==> config.mk <==
export PLATFORM = sky130hd
export DESIGN_NAME = nmp_cfg
export DESIGN_NICKNAME = d
export VERILOG_FILES = /design/src/design/nmp_pkg.sv /design/src/design/nmp_cfg.sv
export SDC_FILE = /design/constraint.sdc
export NUM_CORES = 1
export LEC_CHECK = 0
export ABC_CLOCK_PERIOD_IN_PS = 14650
export BUFFER_PORTS_ARGS = -buffer_cell sky130_fd_sc_hd__buf_2
export CAP_MARGIN = 15
export CORE_MARGIN = 2
export CORE_UTILIZATION = 45
export DETAILED_ROUTE_END_ITERATION = 12
export PLACE_DENSITY = 0.73
export SYNTH_ARGS = -nofsm -noshare
export SYNTH_HDL_FRONTEND = slang
export SYNTH_SLANG_ARGS = --single-unit
==> constraint.sdc <==
create_clock -name clock -period 14.65 [get_ports clock]
set_input_delay 0.7325 -clock clock [delete_from_list [all_inputs] [get_ports clock]]
set_output_delay 0.7325 -clock clock [all_outputs]
set_load 0.05 [all_outputs]
==> src/design/nmp_pkg.sv <==
// Shared types and constants of the normalized motion profile block.
// No dependencies; nmp_minjerk, nmp_cfg and the top level import this package.
`default_nettype none
package nmp_pkg;

   // Fixed-point format of all internal values
   localparam int FRAC_BITS = 16;
   localparam int ONE       = 1 << FRAC_BITS;
   localparam int TWO_ONE   = 2 << FRAC_BITS;

   // Acceleration magnitude limit, 2^33 - 1
   localparam logic [33:0] ACC_LIM = {1'b0, {33{1'b1}}};

   // Peak speed of the minimum jerk profile, 15/8
   localparam int PEAK_MJ = (15 * ONE) >> 3;

   // Profile codes
   localparam logic [1:0] MODE_LINEAR  = 2'd0;
   localparam logic [1:0] MODE_MINJERK = 2'd1;
   localparam logic [1:0] MODE_TRAP    = 2'd2;

   // Register indexes
   localparam logic [1:0] CSR_MODE = 2'd0;
   localparam logic [1:0] CSR_FRAC = 2'd1;

   // Configuration and derived constants seen by the datapath
   typedef struct packed {
      logic        busy;
      logic [1:0]  mode;
      logic [15:0] a;
      logic [15:0] rest;
      logic [17:0] peak;
      logic [33:0] accm;
   } cfg_type;

endpackage
`default_nettype wire

==> src/design/nmp_cfg.sv <==
// Configuration registers and a bit-serial divider that derives the trapezoid
// peak speed and acceleration after reset and after every write. Uses nmp_pkg.
`default_nettype none
module nmp_cfg (
   input  wire logic            clock,
   input  wire logic            reset,
   input  wire logic            csr_valid,
   output logic                 csr_ready,
   input  wire logic [1:0]      csr_index,
   input  wire logic [15:0]     csr_data,
   output nmp_pkg::cfg_type     cfg
);
   import nmp_pkg::*;

   localparam int          ITER     = 49;
   localparam logic [5:0]  CNT_LAST = 6'(ITER - 1);
   localparam logic [48:0] NUM_INIT = 49'(1) << (2 * FRAC_BITS);

   localparam logic [1:0] ST_IDLE  = 2'd0;
   localparam logic [1:0] ST_PEAK  = 2'd1;
   localparam logic [1:0] ST_RECIP = 2'd2;
   localparam logic [1:0] ST_ACCEL = 2'd3;

   logic [1:0]  mode_ff, mode_in;
   logic [15:0] frac_ff, frac_in;
   logic [1:0]  state_ff, state_in;
   logic [5:0]  cnt_ff, cnt_in;
   logic [15:0] rem_ff, rem_in;
   logic [48:0] num_ff, num_in;
   logic [48:0] quo_ff, quo_in;
   logic [17:0] peak_ff, peak_in;
   logic [33:0] accm_ff, accm_in;

   logic        csr_xfer;
   logic [15:0] a_c, rest_c, div_d;
   logic [16:0] trial_c, diff_c;
   logic        hit_c;
   logic [48:0] quo_next;

   assign csr_ready = 1'b1;
   assign csr_xfer  = csr_valid && csr_ready;

   // Clamp the fraction to one LSB .. one half
   always_comb begin
      if (frac_ff == '0) begin
         a_c = 16'd1;
      end else if (frac_ff > 16'(ONE / 2)) begin
         a_c = 16'(ONE / 2);
      end else begin
         a_c = frac_ff;
      end
      rest_c = 16'(17'(ONE) - {1'b0, a_c});
   end

   // One restoring division step per cycle
   always_comb begin
      div_d    = (state_ff == ST_RECIP) ? a_c : rest_c;
      trial_c  = {rem_ff, num_ff[48]};
      hit_c    = trial_c >= {1'b0, div_d};
      diff_c   = trial_c - {1'b0, div_d};
      quo_next = {quo_ff[47:0], hit_c};
   end

   // Sequencer over the three divisions
   always_comb begin
      mode_in  = mode_ff;
      frac_in  = frac_ff;
      state_in = state_ff;
      cnt_in   = cnt_ff;
      rem_in   = rem_ff;
      num_in   = num_ff;
      quo_in   = quo_ff;
      peak_in  = peak_ff;
      accm_in  = accm_ff;
      unique case (state_ff) inside
         ST_IDLE: begin
         end
         ST_PEAK, ST_RECIP, ST_ACCEL: begin
            rem_in = hit_c ? diff_c[15:0] : trial_c[15:0];
            num_in = {num_ff[47:0], 1'b0};
            quo_in = quo_next;
            cnt_in = cnt_ff + 6'd1;
            if (cnt_ff == CNT_LAST) begin
               cnt_in = '0;
               rem_in = '0;
               quo_in = '0;
               if (state_ff == ST_PEAK) begin
                  peak_in  = quo_next[17:0];
                  num_in   = NUM_INIT;
                  state_in = ST_RECIP;
               end else if (state_ff == ST_RECIP) begin
                  num_in   = {quo_next[32:0], 16'b0};
                  state_in = ST_ACCEL;
               end else begin
                  accm_in  = quo_next[33:0];
                  state_in = ST_IDLE;
               end
            end
         end
         default: begin
         end
      endcase
      // A write restarts the derivation
      if (csr_xfer) begin
         if (csr_index == CSR_MODE) begin
            mode_in = csr_data[1:0];
         end else if (csr_index == CSR_FRAC) begin
            frac_in = csr_data;
         end
         state_in = ST_PEAK;
         cnt_in   = '0;
         rem_in   = '0;
         quo_in   = '0;
         num_in   = NUM_INIT;
      end
   end

   always_ff @(posedge clock) begin
      if (reset) begin
         mode_ff  <= MODE_LINEAR;
         frac_ff  <= 16'd16384;
         state_ff <= ST_PEAK;
         cnt_ff   <= '0;
         rem_ff   <= '0;
         num_ff   <= NUM_INIT;
         quo_ff   <= '0;
      end else begin
         mode_ff  <= mode_in;
         frac_ff  <= frac_in;
         state_ff <= state_in;
         cnt_ff   <= cnt_in;
         rem_ff   <= rem_in;
         num_ff   <= num_in;
         quo_ff   <= quo_in;
      end
   end

   always_ff @(posedge clock) begin
      peak_ff <= peak_in;
      accm_ff <= accm_in;
   end

   always_comb begin
      cfg.busy = state_ff != ST_IDLE;
      cfg.mode = mode_ff;
      cfg.a    = a_c;
      cfg.rest = rest_c;
      cfg.peak = peak_ff;
      cfg.accm = accm_ff;
   end

endmodule
`default_nettype wire

==> results.yml <==
outcome:
  status: "finished clean"
timing:
  setup_viol: 0
  timing.final.max_slew_violations: 0
  fin_crit_ps: 5580
  finalCritPeriodShare_pct: 38.1
  worst_pin_slew_ps: 1020
  fin_tns_setup_ps: 0
  max_freq_mhz: 179
  hold_viol: 0
  finalClockSkew_ps: 11.1
  timing.hold.ws_ps: 432
  slew_headroom_pct: 31.9
  grt_setup_unrepaired: "false"
critical_path:
  crit_arrival_ps: 5940
  critPathLaunchType: "flop"
  crit_type: "reg -> reg"
  cp_max_fo: 17
  endpoint_kind: "flop"
  cp_data_required_time_ps: 15000
  worstPathCellList: "or4_1, nor4_1, nand2b_1, a21oi_1, inv_1, ha_1, o21ai_0, and2_1, xnor2_1, ha_1, nand4_1, or4_1, o211ai_2, nand2_2, a2111o_1, a21oi_1"
  crit_path_top_delay_cell: "or4_1"
  cpPeakStageDelay_ps: 710
route:
  drt-initial-drc-count: 444
  drc: 0
  wl_per_cell_um: 15.0
  vias_per_cell: 5.45
  routed_wl_um: 17500
  postRouteAntennaNets: 0
  vias: 6368
  first_pass_iters: 4
cts:
  cts_buffers: 17
  cts-resized-gates: 0
  clk_latency_ps: 430
  cts_root_buffer: "clkbuf_16"
  cts.path.max_buffers: 2
  hold_buffers: 0
  clock_sinks: 160
  htreeDepth: 4
  post_cts_buffers: 0
  path_clk_slew_ps: 70
  cts_tree: "yes"
floorplan:
  dieArea_sq_um: 18400
  fp.dieH_um: 136
  initial_core_util_pct: 45.7
  io_pins: 109
  num_rows: 48
  die_w_um: 136
  core_area_sq_um: 17100
finish:
  drive_above_1_share_pct: 20.8
  n_antenna_cell: 0
  fin_util_pct: 52.6
  final_cell_mix: "nor2_1 (129), nand2_1 (108), dfxtp_1 (108)"
  n_fill_cell: 1532
  area_delta_synth_final_pct: 15.2
  multiInputGateArea_sq_um: 3750
  final_common_cell: "nor2_1"
  regArea_sq_um: 3720
  nets: 977
  design_area_sq_um: 9000
logic_synthesis:
  synth_seq_cells: 160
  syn_avg_cell_area_sq_um: 9.08
  synth_cell_types: 72
  synth-seq-area-share_pct: 47.6
  postSynth.asyncResetShare_pct: 0
  synthesis.area_sq_um: 7820
  ys_warn_count: 0
  synthCells: 861
  synth-edff-count: 52
  yosys_most_used_dff: "dfxtp_1"
global_routing:
  grt.overflow.total: 0
  grt_max_degree: 92
  grt_pass1_wl_um: 29100
  grt_pass1_vias: 5907
  grt_usage_pct: 19.7
  antenna_found_initial: 0
placement:
  hpwl_um: 12000
  portBuffers: 106
  gp_congestion: 0.925
  place_area_sq_um: 8450
flow_run:
  maxCapViolations: 0
power:
  powerDensity_nw_per_um2: 114
  vdd_drop_max_v: 0.0000915
  total_leakage_power_nw: 3.64
worst_hold_path:
  hold_class: "reg -> reg"
[routing by layer]
metal | up-vias | GRT usage [%] | wire length (um) | part of all wire [%]
met3 | 28 | 4.12 | 1000 | 5.7
met1 | 2975 | 26.1 | 8100 | 46
li1 | 3189 | - | - | -
met5 | - | 0 | 0 | 0
met4 | 0 | 6.94 | 316 | 1.8
met2 | 176 | 31.9 | 8110 | 46
[cell families after synthesis]
| group | count (synthesis) | share of synthesized area, % |
|---|---|---|
| AND/OR/NAND/NOR | 333 | 19.0 |
| AO/OA/AOI/OAI | 189 | 16.4 |
| flip-flops | 160 | 47.6 |
| buffers and inverters | 91 | 4.80 |
| multiplexers | 35 | 4.98 |
| XOR/XNOR | 27 | 3.03 |
| adder cells (fa/ha/maj) | 25 | 4.10 |
| other | 1 | 0.0480 |
[critical path: cells and delay by family, from the launching register on]
family	cells	cell delay [ps]
adder cells (fa/ha/maj)	2	770
buffers and inverters	1	80
flip-flops	1	380
XOR/XNOR	1	70
AND/OR/NAND/NOR	7	2570
AO/OA/AOI/OAI	5	1630
[layout make-up]
| cell class | count | area share [%] |
|---|---|---|
| multi-input combinational | 611 | 41.6 |
| tap | 225 | 3.13 |
| clock inverter | 15 | 1.42 |
| sequential | 160 | 41.4 |
| timing repair buffer | 115 | 6.64 |
| inverter | 26 | 1.08 |
| clock buffer | 17 | 4.73 |
[cell usage after synthesis (3+ instances only)]
cell,instances,area share [%]
o2111ai_1,11,1.2
nor2b_1,12,0.96
a22oi_1,31,3.0
inv_1,26,1.2
nand3b_1,4,0.38
buf_1,6,0.29
o21ai_0,17,1.1
buf_2,6,0.38
nand4_1,16,1.3
nand2_1,108,5.2
nor2_1,129,6.2
o211ai_1,13,1.2
nand3_1,15,0.96
a211oi_1,5,0.48
clkbuf_1,48,2.3
a21o_1,6,0.58
mux2i_1,4,0.51
a32o_1,4,0.51
o31ai_1,3,0.29
nor4_1,5,0.40
or4_1,5,0.48
and2_1,3,0.24
xnor2_1,19,2.1
mux2_2,31,4.5
o21a_1,3,0.29
a21oi_1,70,4.5
or3_1,6,0.48
dfxtp_1,108,28
nor3_1,12,0.77
xor2_1,8,0.90
ha_1,24,3.8
buf_4,3,0.29
edfxtp_1,52,20
and3_1,3,0.24
[sequential cells by signal (all words and copies together), names as in the netlist, 6 cells and up]
signal and flops:
peak_ff 18, num_ff 33, cnt_ff 6, quo_ff 33
rem_ff 16, accm_ff 34, frac_ff 16
[power breakdown]
group	switching, W	total, W	internal, W
registers	0.00000326	0.000460	0.000457
logic	0.000108	0.000157	0.0000490
clock network	0.000188	0.000410	0.000222
total	0.000299	0.00103	0.000728
[path summary, 6_finish.rpt]
| kind | startpoint | cells after the start | to | slack, ps |
|---|---|---|---|---|
| max | frac_ff[3] | 16 | num_ff[16] | 9070 |
| min | quo_ff[32] | 0 | accm_ff[33] | 430 |
| max reg2reg | frac_ff[3] | 16 | num_ff[16] | 9070 |
| min reg2reg | quo_ff[32] | 0 | accm_ff[33] | 430 |
[stage by stage]
| stage | total power, W | std cells | setup WS (ps) |
|---|---|---|---|
| after floorplan | 0.000593 | 862 | 8690 |
| after global placement | 0.000627 | 1137 | 9330 |
| after detailed placement | 0.000625 | 1137 | 9160 |
| after CTS | 0.00103 | 1169 | 9120 |
| after global routing | 0.00107 | 1169 | 8560 |
| final | 0.00103 | 1169 | 9070 |
(Power assumes the default switching activity.)
