--- src/design/nmp_pkg.sv ---
// Shared types and constants of the normalized motion profile block.
// No dependencies; nmp_minjerk, nmp_cfg and the top level import this package.
`default_nettype none
package nmp_pkg;

   // Fixed-point format of all internal values
   localparam int FRAC_BITS = 16;
   localparam int ONE       = 1 << FRAC_BITS;
   localparam int TWO_ONE   = 2 << FRAC_BITS;

   // Acceleration magnitude limit, 2^33 - 1
   localparam logic [33:0] ACC_LIM = {1'b0, {33{1'b1}}};

   // Peak speed of the minimum jerk profile, 15/8
   localparam int PEAK_MJ = (15 * ONE) >> 3;

   // Profile codes
   localparam logic [1:0] MODE_LINEAR  = 2'd0;
   localparam logic [1:0] MODE_MINJERK = 2'd1;
   localparam logic [1:0] MODE_TRAP    = 2'd2;

   // Register indexes
   localparam logic [1:0] CSR_MODE = 2'd0;
   localparam logic [1:0] CSR_FRAC = 2'd1;

   // Configuration and derived constants seen by the datapath
   typedef struct packed {
      logic        busy;
      logic [1:0]  mode;
      logic [15:0] a;
      logic [15:0] rest;
      logic [17:0] peak;
      logic [33:0] accm;
   } cfg_type;

endpackage
`default_nettype wire

--- src/design/nmp_minjerk.sv ---
// Five-stage quintic minimum jerk evaluator: position, velocity, acceleration.
// Depends on nmp_pkg.
`default_nettype none
module nmp_minjerk (
   input  wire logic        clock,
   input  wire logic        en,
   input  wire logic [16:0] u,
   output logic      [20:0] pos,
   output logic      [18:0] vel,
   output logic      [21:0] acc_mag,
   output logic             acc_neg
);
   import nmp_pkg::*;

   // Stage 1: u^2, p = u(1-u), |1-2u|
   logic [33:0] uu_c, uw_c;
   logic [16:0] w_c;
   logic [16:0] b_in;
   logic        neg_in;
   logic [16:0] u1_ff, u2_ff, b1_ff;
   logic [14:0] pq1_ff;
   logic        neg1_ff;

   always_comb begin
      w_c  = 17'(ONE) - u;
      uu_c = 34'(u) * 34'(u);
      uw_c = 34'(u) * 34'(w_c);
      if ({1'b0, u, 1'b0} > 19'(ONE)) begin
         b_in   = 17'({u, 1'b0} - 18'(ONE));
         neg_in = 1'b1;
      end else begin
         b_in   = 17'(18'(ONE) - {u, 1'b0});
         neg_in = 1'b0;
      end
   end

   always_ff @(posedge clock) begin
      if (en) begin
         u1_ff   <= u;
         u2_ff   <= uu_c[32:16];
         pq1_ff  <= uw_c[30:16];
         b1_ff   <= b_in;
         neg1_ff <= neg_in;
      end
   end

   // Stage 2: u^3, p^2, p(1-2u)
   logic [33:0] u3p_c;
   logic [29:0] vq_c;
   logic [31:0] aq_c;
   logic [16:0] u2s_ff, u3_ff;
   logic [13:0] vq2_ff;
   logic [15:0] aq2_ff;
   logic        neg2_ff;

   assign u3p_c = 34'(u2_ff) * 34'(u1_ff);
   assign vq_c  = 30'(pq1_ff) * 30'(pq1_ff);
   assign aq_c  = 32'(pq1_ff) * 32'(b1_ff);

   always_ff @(posedge clock) begin
      if (en) begin
         u2s_ff  <= u1_ff;
         u3_ff   <= u3p_c[32:16];
         vq2_ff  <= vq_c[29:16];
         aq2_ff  <= aq_c[31:16];
         neg2_ff <= neg1_ff;
      end
   end

   // Stage 3: u^4
   logic [33:0] u4p_c;
   logic [16:0] u3s_ff, u33_ff, u4_ff;
   logic [13:0] vq3_ff;
   logic [15:0] aq3_ff;
   logic        neg3_ff;

   assign u4p_c = 34'(u3_ff) * 34'(u2s_ff);

   always_ff @(posedge clock) begin
      if (en) begin
         u3s_ff  <= u2s_ff;
         u33_ff  <= u3_ff;
         u4_ff   <= u4p_c[32:16];
         vq3_ff  <= vq2_ff;
         aq3_ff  <= aq2_ff;
         neg3_ff <= neg2_ff;
      end
   end

   // Stage 4: u^5
   logic [33:0] u5p_c;
   logic [16:0] u34_ff, u44_ff, u5_ff;
   logic [13:0] vq4_ff;
   logic [15:0] aq4_ff;
   logic        neg4_ff;

   assign u5p_c = 34'(u4_ff) * 34'(u3s_ff);

   always_ff @(posedge clock) begin
      if (en) begin
         u34_ff  <= u33_ff;
         u44_ff  <= u4_ff;
         u5_ff   <= u5p_c[32:16];
         vq4_ff  <= vq3_ff;
         aq4_ff  <= aq3_ff;
         neg4_ff <= neg3_ff;
      end
   end

   // Stage 5: combine the polynomial, clamp below at zero, scale rates
   logic [22:0] plus_c, minus_c;
   logic [20:0] pos_in;
   logic [20:0] pos_ff;
   logic [18:0] vel_ff;
   logic [21:0] acc_ff;
   logic        neg_ff;

   always_comb begin
      plus_c  = 23'(u34_ff) * 23'd10 + 23'(u5_ff) * 23'd6;
      minus_c = 23'(u44_ff) * 23'd15;
      pos_in  = (plus_c >= minus_c) ? 21'(plus_c - minus_c) : '0;
   end

   always_ff @(posedge clock) begin
      if (en) begin
         pos_ff <= pos_in;
         vel_ff <= 19'(vq4_ff) * 19'd30;
         acc_ff <= 22'(aq4_ff) * 22'd60;
         neg_ff <= neg4_ff;
      end
   end

   assign pos     = pos_ff;
   assign vel     = vel_ff;
   assign acc_mag = acc_ff;
   assign acc_neg = neg_ff;

endmodule
`default_nettype wire

--- config.mk ---
export PLATFORM = sky130hd
export DESIGN_NAME = nmp_minjerk
export DESIGN_NICKNAME = d
export VERILOG_FILES = /design/src/design/nmp_pkg.sv /design/src/design/nmp_minjerk.sv
export SDC_FILE = /design/constraint.sdc
export NUM_CORES = 2
export LEC_CHECK = 0
export BUFFER_PORTS_ARGS = -buffer_cell sky130_fd_sc_hd__buf_4
export CAP_MARGIN = 10
export CORE_MARGIN = 2
export CORE_UTILIZATION = 70
export CTS_BUF_LIST = sky130_fd_sc_hd__clkbuf_8
export CTS_CLUSTER_SIZE = 14
export DETAILED_ROUTE_END_ITERATION = 16
export GPL_TIMING_DRIVEN = 0
export HOLD_SLACK_MARGIN = 0.03
export PLACE_DENSITY_LB_ADDON = 0.25
export SLEW_MARGIN = 25
export SYNTH_ARGS = -nofsm -noshare
export SYNTH_HDL_FRONTEND = slang
export SYNTH_SLANG_ARGS = --single-unit
--- constraint.sdc ---
create_clock -name clock -period 23.8 [get_ports clock]
set_clock_uncertainty 0.05 [all_clocks]
set_input_delay 3.57 -clock clock [delete_from_list [all_inputs] [get_ports clock]]
set_output_delay 3.57 -clock clock [all_outputs]
set_load 0.01 [all_outputs]
==> summary.md <==
| Metric | Value |
|---|---|
| Status | `finished, final reports clean` |
| Sequential element share of the synthesized area | `between 10% and 20%` |
| Via/cell ratio | `5.70` |
| Fillcell total | `around 7.5k` |
| Fin. Hold Viols | `0` |
| Period utilisation layout | `about 50%` |
| CP Max Fanout | `11` |
| Vias | `51.8k` |
| RD Place Congestion | `0.979` |
| Hpwl dp | `roughly 150000 um` |
| Largest stage delay, worst path | `a little under 0.6 ns` |
| Nets@finish | `between 9k and 10k` |
| Critical path class | `input port to flop` |
| Placed cell area | `~76000 um^2` |
| Clock Latency Late Sink | `0.72 ns` |
| # rows | `around 120` |
| WL/cell | `between 15 and 20 um` |
| Clock transition at path regs | `~0.060 ns` |
| All-Layer GR Usage | `between 30% and 40%` |
| Drt total wl | `approximately 180000 um` |
| DRC | `0` |
| Min-delay src | `vq2_ff[11]` |
| IO Count | `82` |
| Core area | `between 100000 and 150000 um^2` |
| Hold WC Path Type | `flop to flop` |
| Reg2Reg Setup Slack | `15.45 ns` |
| Clk root buf | `clkbuf_8` |
| R2R Path End | `u3_ff[14]` |
| Req. time, crit path | `between 20 and 25 ns` |
| Hold_buf cts | `0` |
| Main area contributors after synthesis | `fa_1, ha_1, edfxtp_1` |
| Count of final max-slew check failures | `0` |
| Pin count of the biggest net entering global routing | `98` |
| Area of the multi-input gates | `around 56000 um^2` |
| DRT antenna net count | `0` |
| Rel. slew slack | `a little over a third` |
| DRT Pass-1 Iters | `8` |
| Starting density of the core | `approximately 70%` |
| R2R depth | `23` |
| Max clock buf depth | `3` |
| Htree depth | `3` |
| Worst R2R Start | `u2_ff[10]` |
| Most frequent cells in the layout | `inv_1, fa_1, nand2_1, ha_1, and2_1` |
| Largest area contributor in the netlist | `fa_1` |
| #FFs+latches synth | `between 300 and 400` |
| Worst Hold Path Cells | `0` |
| CP endpoint kind | `flop` |
| Post-layout min period | `roughly 12 ns` |
| Fmax | `roughly 84 MHz` |
| Synth top area share | `between 40% and 50%` |
| Initial drt markers | `a little under 4k` |
| Port bufs | `78` |
| RSZ-0062 raised after global routing | `false` |
| Ys flop type | `edfxtp_1` |
| Post-CTS Setup Bufs | `0` |
| Final setup fails | `0` |
| Worst EP arrival | `12.40 ns` |
| Die ar. | `about 110000 um^2` |
| Die W | `329 um` |
| Number of global-route vias before repair | `57.2k` |
| Initial antenna violation count | `6` |
| Fin util | `between 70% and 80%` |
| Synth Cell Area | `73700 um^2` |
| EDFF count, synth | `354` |
| Clock sinks | `354` |
| Worst Tran Pin Value | `0.961 ns` |
| Remaining global-route overflow | `0` |
| Max-cap viol count | `0` |
| Syn-to-layout area delta | `5.22%` |
| Most frequent CP cell | `fa_1` |
| FF+latch area | `approximately 11000 um^2` |
| CTS buffer count | `67` |
| Yosys warning total | `0` |
| Post_cts resized | `0` |
| Final instance area | `roughly 78000 um^2` |
| Share of cells above drive strength 1 | `2.86%` |
| Hold endpoint | `vq3_ff[11]` |
| TritonCTS clock tree | `done` |
| Die Y | `~330 um` |
| First-pass GRT wire length | `between 200000 and 300000 um` |
| Post-synth cell types | `80` |
| Kind of start point of the critical path | `input port` |
| Syn avg cell area | `approximately 9.8 um^2` |
| Setup TNS | `0 ns` |
| Slowest cell on crit path | `fa_1` |
| Most common cell after layout, fill and taps aside | `inv_1` |
| Cells after synthesis | `roughly 7.5k` |
| Async SR Flop Fraction | `0%` |
[per-layer routing]
| metal | global-route usage (%) | up-vias | share of wire, % |
|---|---|---|---|
| li1 | - | 22972 | - |
| met1 | 44.0 | 26038 | 38 |
| met2 | 58.4 | 2187 | 49 |
| met3 | 5.45 | 607 | 7.6 |
| met4 | 17.1 | 2 | 5.7 |
| met5 | 0 | - | 0.0073 |
[worst max path at each step]
| stage | startpoint | to | cells past startpoint |
|---|---|---|---|
| 6_report | u[1] | pq1_ff[11] | 30 |
| 5_1_grt | u[1] | pq1_ff[11] | 31 |
| 4_1_cts | u[1] | pq1_ff[11] | 31 |
| 3_5_place_dp | u[1] | pq1_ff[11] | 31 |
| 3_3_place_gp | u[1] | pq1_ff[11] | 31 |
| 2_1_floorplan | u[0] | u2_ff[16] | 29 |
[worst max-delay path: cells and delay by family]
kind | cells | cell delay (ns)
AND/OR/NAND/NOR | 10 | 2.28
AO/OA/AOI/OAI | 4 | 0.94
XOR/XNOR | 1 | 0.08
buffers and inverters | 6 | 1.51
adder cells (fa/ha/maj) | 9 | 3.99
[cell usage after synthesis (51+ instances only)]
| library cell | n |
|---|---|
| ha_1 | 853 |
| nor2b_1 | 64 |
| nand2b_1 | 156 |
| nand2_1 | 921 |
| fa_1 | 1477 |
| nor2_1 | 234 |
| a21oi_1 | 150 |
| inv_1 | 1731 |
| and2_1 | 500 |
| nor3_1 | 51 |
| clkbuf_1 | 259 |
| edfxtp_1 | 354 |
| xor2_1 | 70 |
| xnor2_1 | 169 |
| a21o_1 | 71 |
| o21ai_0 | 95 |
[stage by stage]
stage	hold WS, ns	worst slack (ns)	std cells
global placement	0.351	11.22	8959
finish	0.337	11.83	9088
CTS	0.332	11.90	9085
detailed placement	0.355	11.16	8963
global route	0.339	11.49	9087
floorplan	0.350	13.26	7490
[logic make-up (layout without fill, tap and decap cells)]
kind of cell             count (synthesis)  count (layout)  share of synthesized area (%)
XOR/XNOR                               239             239                           2.84
multiplexers                             4               4                         0.0611
other                                    1               6                        0.00508
flip-flops                             354             354                           14.4
AO/OA/AOI/OAI                          495             495                           4.45
adder cells (fa/ha/maj)               2330            2330                           54.6
buffers and inverters                 2007            2211                           10.2
AND/OR/NAND/NOR                       2058            2058                           13.4
[cell type report]
cell class / instances / share of cell area [%]
plain buffers: 270 / 1.33
well taps: 1391 / 2.24
repair buffers: 82 / 0.906
clock inverters: 54 / 0.585
multi-input cells: 5129 / 71.6
diodes: 3 / 0.00967
inverters: 1737 / 8.40
flip-flops and latches: 354 / 13.7
clock buffers: 68 / 1.21
[state kept, by name, indices dropped and copies added (netlist names), 14 cells and up]
name and count:
u2s_ff 17, aq3_ff 16, vel 18, vq2_ff 14, vq4_ff 14, b1_ff 15
vq3_ff 14, acc_mag 20, u3_ff 17, u2_ff 17, pq1_ff 15, u5_ff 17
u1_ff 17, u33_ff 17, aq2_ff 16, aq4_ff 16, u3s_ff 17, u34_ff 17
u44_ff 17, u4_ff 17, pos 21
Power is left out: the tool's default activity adds up to more than one toggle a clock period on the data nets, which glitch-free logic cannot reach.
