File: config.mk
export PLATFORM = sky130hd
export DESIGN_NAME = nmp_delay
export DESIGN_NICKNAME = d
export VERILOG_FILES = /design/src/design/nmp_delay.sv
export SDC_FILE = /design/constraint.sdc
export NUM_CORES = 1
export LEC_CHECK = 0
export BUFFER_PORTS_ARGS = -buffer_cell sky130_fd_sc_hd__buf_4
export CORE_ASPECT_RATIO = 1.2
export CORE_MARGIN = 5
export CORE_UTILIZATION = 50
export DETAILED_ROUTE_END_ITERATION = 8
export GPL_TIMING_DRIVEN = 0
export PLACE_DENSITY = 0.76
export SLEW_MARGIN = 0
export SYNTH_ARGS = -nofsm -noshare
export SYNTH_HDL_FRONTEND = slang
export SYNTH_SLANG_ARGS = --single-unit
File: constraint.sdc
create_clock -name clock -period 1.2 [get_ports clock]
set_input_delay 0.06 -clock clock [delete_from_list [all_inputs] [get_ports clock]]
set_output_delay 0.06 -clock clock [all_outputs]
set_load 0.02 [all_outputs]
File: src/design/nmp_delay.sv
// Payload delay line with a common advance enable.
// No dependencies.
`default_nettype none
module nmp_delay #(
   parameter int WIDTH = 8,
   parameter int DEPTH = 4
) (
   input  wire logic             clock,
   input  wire logic             en,
   input  wire logic [WIDTH-1:0] din,
   output logic      [WIDTH-1:0] dout
);

   logic [WIDTH-1:0] pipe_ff [0:DEPTH-1];

   // Shift the line on every advance
   always_ff @(posedge clock) begin
      if (en) begin
         pipe_ff[0] <= din;
         for (int i = 1; i < DEPTH; i++) begin
            pipe_ff[i] <= pipe_ff[i-1];
         end
      end
   end

   assign dout = pipe_ff[DEPTH-1];

endmodule
`default_nettype wire

==> qor.csv, run 1 <==
metric,value,unit
DRC violations left,0,
"IR drop worst, VDD",0.982,mV
Total Routing Usage GR,0.0937,
effective utilization at floorplan,0.525,
headroom to the max-slew limit,0.749,
Port-buffer cells,17,
measured slew at the worst slew-check pin,377,ps
number of flip-flops under the largest register name,32,
clock period minus worst slack,921,ps
final number of max-transition violations,0,
detailed-routing iteration count for the pre-antenna-repair pass,2,
data arrival time at the worst-slack endpoint,860,ps
layout overhead on the synthesized area,29.4,%
setup slack of the critical path after layout,279,ps
Skew-Pair Late Insertion Delay,320,ps
static leakage,0.461,nW
count of nets left with antenna violations after detail routing,0,
TritonCTS clock tree,done,
number of multi-input combinational cells,0,
CP startpoint kind,flip-flop,
Die Area,2900,um^2
Die X-Extent,50.0,um
number of DRC markers in iteration 0,19,
highest clock rate,1.09,GHz
synthesized-area fraction occupied by xor and xnor cells,0,
gate count of the mapped netlist,32,
"critical path, cell by cell",buf_4,
"critical path fanouts, max",1,
compound-gate portion of the synthesized area,0,
worst setup path category,flip-flop to output port,
number of fill cells,110,
pre-CTS WS,437,ps
CTS Buf Count,5,
wire length of the first global-routing pass,1.81,mm
Critical Path Max Stage Delay,380,ps
number of antenna violations at the first check in global routing,0,
synthesis-stage register bit count,32,
sequential share of the synthesized area,1.00,
Largest regs,pipe_ff x32,
number of resized instances in the post-cts repair step,0,
Hold WC Path Type,primary input to flip-flop,
simple-gate area share of the yosys netlist,0,
ports placed on the boundary,18,
register with the most flip-flops,pipe_ff,
CORE AREA,1830,um^2
fraction of layout instances using a drive strength above 1,0.369,
maximum number of pins on one net before global-route repair,33,
fraction of the cycle the final worst path needs,0.767,
Max Root-Sink Buffers,2,
Root Buffer Master,clkbuf_4,
post-synthesis mux area share,0,
average routed wire per standard cell,13.2,um
Syn Nets,42,
count of nets after finishing,74,
register clock-pin slew on the reported worst setup and hold paths,90,ps
H-tree level count,2,
Synth warnings,0,
vias in the first global route,433,
Synth Area in Adders,0,
Maximum Capacitance Violations,0,
Vias,405,
element type at the critical path end,output port,
Routed Wire Length,1.11,mm
placer congestion estimate,0.542,
setup repair after global routing missed its margin,no,
Diodes inserted,0,
cell family with most CP delay,flip-flops,
Syn Std Cell Area,961,um^2
Multi-input gate area,0,um^2
run status,"finished, final reports clean",
clock tree skew after final layout,9.38,ps
die extent in y,58.0,um
number of clock sinks seen by CTS,32,
via/cell ratio,4.82,
CP Data Required Time,1140,ps
Total Neg Setup Slack,0,ps
Critical-path top delay cell,edfxtp_1,
buffers plus inverters on the worst setup path,1,
average footprint of a synthesized cell,30.0,um^2
total power density per cell area,1580,nW/um^2
grt ovf,0,
row cnt,17,
number of endpoints with negative hold slack in the final report,0,
count of distinct cell types in the synthesized netlist,1,
final-report setup violation count,0,
-- metrics by stage --
stage | instance area, um^2 | instances | util | hold slack [ps] | total power [mW]
floorplan | 961 | 32 | - | 159 | 1.37
global placement | 1110 | 68 | 0.608 | 238 | 1.43
detailed placement | 1110 | 68 | 0.608 | 240 | 1.44
CTS | 1240 | 84 | 0.680 | 176 | 2.01
global route | 1240 | 84 | 0.680 | 158 | 2.10
finish | 1240 | 84 | 0.680 | 180 | 1.97
-- synth_stat cells --
library cell / n / area [um^2]
edfxtp_1: 32 / 961
-- cells in the final DEF (no fill, tap or decap), drive strengths merged --
master / n
clkbuf: 5
edfxtp: 32
dlygate4sd3: 8
buf: 17
clkinv: 3
-- area by class of cell --
class,instances,area [um^2],area share
Timing Repair Buffer,25,208,0.167
Sequential cell,32,961,0.773
Clock inverter,3,13.8,0.0111
Tap cell,19,23.8,0.0191
Clock buffer,5,37.5,0.0302
-- worst paths after layout --
path                                   to  cells past startpoint  slack, ps               startpoint
setup / recovery                  dout[5]                      1        280  pipe_ff[3][5]$_DFFE_PP_
hold / removal    pipe_ff[2][7]$_DFFE_PP_                      1        180                       en
setup reg to reg  pipe_ff[3][5]$_DFFE_PP_                      0        550  pipe_ff[2][5]$_DFFE_PP_
hold reg to reg   pipe_ff[2][5]$_DFFE_PP_                      0        420  pipe_ff[1][5]$_DFFE_PP_
-- layer usage --
layer	vias up	GRT usage	wire (um)
met4	0	0.0674	12
met3	2	0.0720	146
met5	-	0	0
li1	195	-	-
met2	25	0.135	569
met1	183	0.0898	381
-- where the power goes --
group	total, mW	switching [mW]	internal, mW	leakage (nW)
clock	0.536	0.321	0.214	0.0324
sequential	1.33	0.0176	1.32	0.313
combinational	0.103	0.0495	0.0531	0.115
-- cells by family after synthesis --
group  after synthesis
DFF                 32
-- timing repair --
action | 4_1_cts | 5_1_grt
hold buffers | 8 | 0
endpoints found under the setup margin | 0 | 0
endpoints found under the hold margin | 8 | 0
buffers inserted | 0 | 0
Power figures use the tool's default switching activity.
==> inputs of run 2 (changes only) <==
ABC_AREA = 1   (was unset)
clock period = 0.9 ns   (was 1.2 ns; I/O delays follow)
==> run 2 against run 1 <==
  * Combinational power grew 43%
  * Utilization grew 1.4 points
  * Register-to-register slack lost 290 ps
  * Highest routed layer unchanged
  * Sequential power grew 34%
  * Critical endpoint unchanged
  * The run now ends with setup timing left
  * Clock skew shrank 3.0 ps
  * Via count grew 0.49%
==> qor.csv, run 2 (same netlist as run 1, synthesis figures left out) <==
metric,value,unit,change
run status,"complete, but fails checks",,"was finished, final reports clean"
violated checks,setup timing,,
DRC violations left,0,,unchanged
Die X-Extent,50.0,um,unchanged
CP startpoint kind,flip-flop,,unchanged
total power density per cell area,2080,nW/um^2,was 1580 nW/um^2
clock network fraction of total power,0.272,,about the same
register with the most flip-flops,pipe_ff,,unchanged
placer congestion estimate,0.542,,unchanged
storage element area,961,um^2,unchanged
number of antenna violations at the first check in global routing,0,,unchanged
number of multi-input combinational cells,0,,unchanged
maximum number of pins on one net before global-route repair,33,,unchanged
fraction of the cycle the final worst path needs,1.01,,
via/cell ratio,4.85,,was 4.82
r2r startpoint,pipe_ff[2][5]$_DFFE_PP_,,unchanged
number of clock sinks seen by CTS,32,,unchanged
hold path startpoint,en,,unchanged
Critical-path top delay cell,edfxtp_1,,unchanged
setup repair after global routing missed its margin,yes,,was no
number of flip-flops under the largest register name,32,,unchanged
die extent in y,58.0,um,unchanged
Diodes inserted,0,,unchanged
layout overhead on the synthesized area,32.2,%,was 29.4%
Largest regs,pipe_ff x32,,unchanged
Total Neg Setup Slack,-16.5,ps,was 0 ps
Root Buffer Master,clkbuf_4,,unchanged
TritonCTS clock tree,done,,unchanged
grt ovf,0,,unchanged
number of DRC markers in iteration 0,14,,was 19
row cnt,17,,unchanged
setup slack on the worst flop-to-flop path,260,ps,was 550 ps
Total Routing Usage GR,0.0959,,was 0.0937
cell family with most CP delay,flip-flops,,unchanged
"IR drop worst, VDD",1.32,mV,was 0.982 mV
pre-CTS WS,152,ps,was 437 ps
count of nets after finishing,74,,unchanged
"most common cell after layout, fill and taps aside",edfxtp_1,,unchanged
average routed wire per standard cell,13.1,um,was 13.2 um
setup slack of the critical path after layout,-7.01,ps,was 279 ps
Skew-Pair Late Insertion Delay,320,ps,about the same
Routed Wire Length,1.10,mm,was 1.11 mm
highest clock rate,1.10,GHz,
vias in the first global route,435,,was 433
Port-buffer cells,17,,unchanged
Vias,407,,was 405
final-report setup violation count,4,,was 0
CP Data Required Time,850,ps,was 1140 ps
number of cells traversed by the worst hold path,1,,unchanged
"critical path fanouts, max",1,,unchanged
ports placed on the boundary,18,,unchanged
detailed-routing iteration count for the pre-antenna-repair pass,4,,was 2
CTS Buf Count,5,,unchanged
final standard cell utilization of the core,0.694,,was 0.680
Multi-input gate area,0,um^2,unchanged
CORE AREA,1830,um^2,unchanged
buffers plus inverters on the worst setup path,1,,unchanged
clock tree skew after final layout,6.33,ps,was 9.38 ps
clock period minus worst slack,907,ps,
wire length of the first global-routing pass,1.86,mm,was 1.81 mm
Hold WC Path Type,primary input to flip-flop,,unchanged
Reg2Reg Capture Point,pipe_ff[3][5]$_DFFE_PP_,,unchanged
worst setup path category,flip-flop to output port,,unchanged
element type at the critical path end,output port,,unchanged
count of nets left with antenna violations after detail routing,0,,unchanged
final number of max-transition violations,0,,unchanged
Maximum Capacitance Violations,0,,unchanged
Die Area,2900,um^2,unchanged
power share of the sequential group,0.673,,was 0.676
static leakage,0.469,nW,was 0.461 nW
data arrival time at the worst-slack endpoint,860,ps,about the same
register clock-pin slew on the reported worst setup and hold paths,90,ps,about the same
fraction of layout instances using a drive strength above 1,0.369,,unchanged
number of endpoints with negative hold slack in the final report,0,,unchanged
measured slew at the worst slew-check pin,376,ps,was 377 ps
"critical path, cell by cell",buf_6,,was buf_4
hold path endpoint,pipe_ff[2][3]$_DFFE_PP_,,was pipe_ff[2][7]$_DFFE_PP_
Max Root-Sink Buffers,2,,unchanged
power share of the combinational group,0.056,,was 0.052
headroom to the max-slew limit,0.749,,about the same
number of cells on the critical path,1,,unchanged
number of fill cells,97,,was 110
switching component of the power,526,uW,was 388 uW
internal portion of total power,2.12,mW,was 1.58 mW
H-tree level count,2,,unchanged
number of cells traversed by the worst register-to-register path,0,,unchanged
switching part of the total,0.199,,was 0.197
Critical Path Max Stage Delay,400,ps,was 380 ps
effective utilization at floorplan,0.525,,unchanged
highest-count cells in the layout ignoring fill and taps,"edfxtp_1 (32), buf_4 (10), dlygate4sd3_1 (8), buf_6 (7), clkbuf_4 (5)",,"was edfxtp_1 (32), buf_4 (17), dlygate4sd3_1 (8), clkbuf_4 (5), clkinv_2 (2)"
==> run 2: cell counts in the layout (fill, tap and decap cells not counted) <==
No cell type changed its count.
==> run 2: per-layer routing <==
layer / vias up / share of wire / GRT usage
li1: 195 / - / -
met1: 182 / 0.36 / 0.0968
met2: 23 / 0.47 / 0.135
met3: 7 / 0.13 / 0.0720
met4: 0 / 0.036 / 0.0674
met5: - / 0 / 0
==> run 2: layout make-up <==
cell class | count | area share
clock buffers | 5 | 0.0296
well taps | 19 | 0.0187
flip-flops and latches | 32 | 0.757
clock inverters | 3 | 0.0108
repair buffers | 25 | 0.184
==> run 2: per-stage QoR <==
| stage | total power [mW] | hold WS [ps] | cells | cell area [um^2] |
|---|---|---|---|---|
| CTS | 2.69 | 161 | 84 | 1270 |
| global placement | 1.91 | 223 | 68 | 1110 |
| finish | 2.65 | 165 | 84 | 1270 |
| detailed placement | 1.92 | 225 | 68 | 1110 |
| floorplan | 1.83 | 144 | 32 | 961 |
| global route | 2.81 | 142 | 84 | 1270 |
==> run 2: how the worst max path moves through the flow <==
stage                                  from                       to  slack [ps]
finish              pipe_ff[3][5]$_DFFE_PP_                  dout[5]          -7
global route        pipe_ff[3][1]$_DFFE_PP_                  dout[1]         -90
CTS                 pipe_ff[3][5]$_DFFE_PP_                  dout[5]         -30
detailed placement                       en  pipe_ff[3][5]$_DFFE_PP_         150
global placement                         en  pipe_ff[3][2]$_DFFE_PP_         180
floorplan           pipe_ff[0][0]$_DFFE_PP_  pipe_ff[1][0]$_DFFE_PP_         310
==> run 2: power by group through the flow <==
stage / Sequential, mW / Combinational, mW / Clock [mW]
3_3_place_gp: 1.80 / 0.108 / 0
2_1_floorplan: 1.83 / 0 / 0
6_report: 1.78 / 0.147 / 0.719
5_1_grt: 1.79 / 0.157 / 0.865
3_5_place_dp: 1.81 / 0.112 / 0
4_1_cts: 1.78 / 0.149 / 0.759
==> run 2: timing repair <==
| action | in CTS | in global routing |
|---|---|---|
| hold buffers | 8 | 0 |
| gates cloned | 0 | 0 |
| buffers inserted | 0 | 0 |
| resized for setup | 7 | 0 |
| endpoints found under the setup margin | 8 | 8 |
| hold endpoints to repair | 8 | 0 |
==> inputs of run 3 (changes only) <==
CORE_MARGIN = unset   (was 5)
==> run 3 against run 2 <==
  * The run now ends clean
  * Die area decreased by 28%
  * Sequential power about the same
  * Fmax increased by 1.4%
  * Power decreased by 0.88%
  * Count of clock-buffer cells in the layout increased by 1
  * Sequential share of layout area increased by 0.075 points
  * Non-clock buffer count unchanged
  * Routed wire length decreased by 11%
  * Worst setup slack improved by 12 ps
  * Utilization decreased by 0.068 points
  * Sequential cell count unchanged
  * Critical path type unchanged
  * Largest cell class unchanged
==> qor.csv, run 3 (same netlist as run 1, synthesis figures left out) <==
metric,value,unit,change
run status,"finished, final reports clean",,"was complete, but fails checks"
r2r startpoint,pipe_ff[1][7]$_DFFE_PP_,,was pipe_ff[2][5]$_DFFE_PP_
top routing layer in use,met4,,unchanged
highest-count cells in the layout ignoring fill and taps,"edfxtp_1 (32), buf_4 (9), dlygate4sd3_1 (8), buf_6 (8), clkbuf_4 (5)",,"was edfxtp_1 (32), buf_4 (10), dlygate4sd3_1 (8), buf_6 (7), clkbuf_4 (5)"
ports placed on the boundary,18,,unchanged
maximum number of pins on one net before global-route repair,33,,unchanged
clock tree skew after final layout,4.84,ps,was 6.33 ps
count of nets after finishing,74,,unchanged
die extent in y,50.0,um,was 58.0 um
CORE AREA,1830,um^2,unchanged
detailed-routing iteration count for the pre-antenna-repair pass,3,,was 4
Max Root-Sink Buffers,2,,unchanged
buffers plus inverters on the worst setup path,1,,unchanged
CP Data Required Time,850,ps,about the same
count of nets left with antenna violations after detail routing,0,,unchanged
wire length of the first global-routing pass,1.60,mm,was 1.86 mm
"most common cell after layout, fill and taps aside",edfxtp_1,,unchanged
final-report setup violation count,0,,was 4
placer congestion estimate,0.579,,was 0.542
data arrival time at the worst-slack endpoint,850,ps,was 860 ps
H-tree level count,2,,unchanged
static leakage,0.466,nW,was 0.469 nW
number of DRC markers in iteration 0,3,,was 14
launching element of the worst setup path,pipe_ff[3][0]$_DFFE_PP_,,was pipe_ff[3][5]$_DFFE_PP_
Multi-input gate area,0,um^2,unchanged
fraction of the cycle the final worst path needs,0.994,,was 1.01
TritonCTS clock tree,done,,unchanged
CP startpoint kind,flip-flop,,unchanged
Post CTS Setup Buffer Count,0,,unchanged
CTS Buf Count,5,,unchanged
Critical Path Max Stage Delay,390,ps,was 400 ps
average routed wire per standard cell,11.8,um,was 13.1 um
total power density per cell area,2070,nW/um^2,was 2080 nW/um^2
"critical path fanouts, max",1,,unchanged
Die X-Extent,42.0,um,was 50.0 um
highest clock rate,1.12,GHz,was 1.10 GHz
Root Buffer Master,clkbuf_4,,unchanged
Met3 Wirelength,111,um,was 147 um
met2 wire len,438,um,was 515 um
worst setup path category,flip-flop to output port,,unchanged
Critical-path top delay cell,edfxtp_1,,unchanged
number of endpoints with negative hold slack in the final report,0,,unchanged
Vias,408,,was 407
cell family with most CP delay,flip-flops,,unchanged
Port-buffer cells,17,,unchanged
setup repair after global routing missed its margin,yes,,unchanged
final number of max-transition violations,0,,unchanged
number of multi-input combinational cells,0,,unchanged
final standard cell utilization of the core,0.694,,about the same
Largest regs,pipe_ff x32,,unchanged
Routed Wire Length,981,um,was 1.10 mm
headroom to the max-slew limit,0.741,,was 0.749
register with the most flip-flops,pipe_ff,,unchanged
Total Routing Usage GR,0.119,,was 0.0959
number of fill cells,137,,was 97
"critical path, cell by cell",buf_6,,unchanged
Met1 Routed Length,399,um,was 398 um
layout overhead on the synthesized area,32.0,%,was 32.2%
Skew-Pair Late Insertion Delay,310,ps,was 320 ps
element type at the critical path end,output port,,unchanged
register clock-pin slew on the reported worst setup and hold paths,90,ps,about the same
via/cell ratio,4.92,,was 4.85
clock period minus worst slack,895,ps,was 907 ps
Total Neg Setup Slack,0,ps,was -16.5 ps
effective utilization at floorplan,0.525,,unchanged
DRC violations left,0,,unchanged
hold path startpoint,en,,unchanged
number of antenna violations at the first check in global routing,0,,unchanged
fraction of layout instances using a drive strength above 1,0.359,,was 0.369
number of clock sinks seen by CTS,32,,unchanged
Diodes inserted,0,,unchanged
vias in the first global route,393,,was 435
Hold WC Path Type,primary input to flip-flop,,unchanged
Maximum Capacitance Violations,0,,unchanged
grt ovf,0,,unchanged
row cnt,17,,unchanged
measured slew at the worst slew-check pin,389,ps,was 376 ps
"IR drop worst, VDD",1.40,mV,was 1.32 mV
number of flip-flops under the largest register name,32,,unchanged
Die Area,2100,um^2,was 2900 um^2
## run 3: repair_timing
action | CTS | global route
endpoints found under the setup margin | 8 | 8
hold buffers | 8 | 0
gates resized for setup | 8 | 0
hold endpoints to repair | 8 | 0
## run 3: final timing paths
check                           slack (ps)                      end  depth (start not counted)
worst max-delay path                     5                  dout[0]                          1
worst min-delay path                   180  pipe_ff[1][3]$_DFFE_PP_                          1
worst max register to register         280  pipe_ff[2][7]$_DFFE_PP_                          0
worst min register to register         420  pipe_ff[1][3]$_DFFE_PP_                          0
## run 3: final cells by class
type                  count  area [um^2]  share of cell area
tap                      19         23.8              0.0187
clock buffer              6         41.3              0.0325
sequential               32          961               0.757
clock inverter            1         5.00             0.00394
timing repair buffer     25          238               0.187
## run 3: metrics by stage
step | power [mW] | instances | instance area, um^2 | setup slack [ps] | hold slack [ps]
after floorplan | 1.83 | 32 | 961 | 311 | 144
after global placement | 1.91 | 68 | 1110 | 185 | 223
after detailed placement | 1.92 | 68 | 1110 | 158 | 225
after CTS | 2.66 | 83 | 1270 | -20.6 | 162
after global routing | 2.74 | 83 | 1270 | -59.3 | 168
final | 2.62 | 83 | 1270 | 5.31 | 179
## run 3: routing by layer
metal  vias to the layer above  global-route usage
li1                        193                   -
met1                       186               0.121
met2                        23               0.169
met3                         6              0.0879
met4                         0              0.0781
met5                         -                   0
## run 3: report_power, final
| group | total, mW | switching [mW] | internal [mW] |
|---|---|---|---|
| logic | 0.149 | 0.0662 | 0.0827 |
| clock network | 0.696 | 0.409 | 0.287 |
| registers | 1.78 | 0.0253 | 1.75 |
| total | 2.62 | 0.500 | 2.12 |
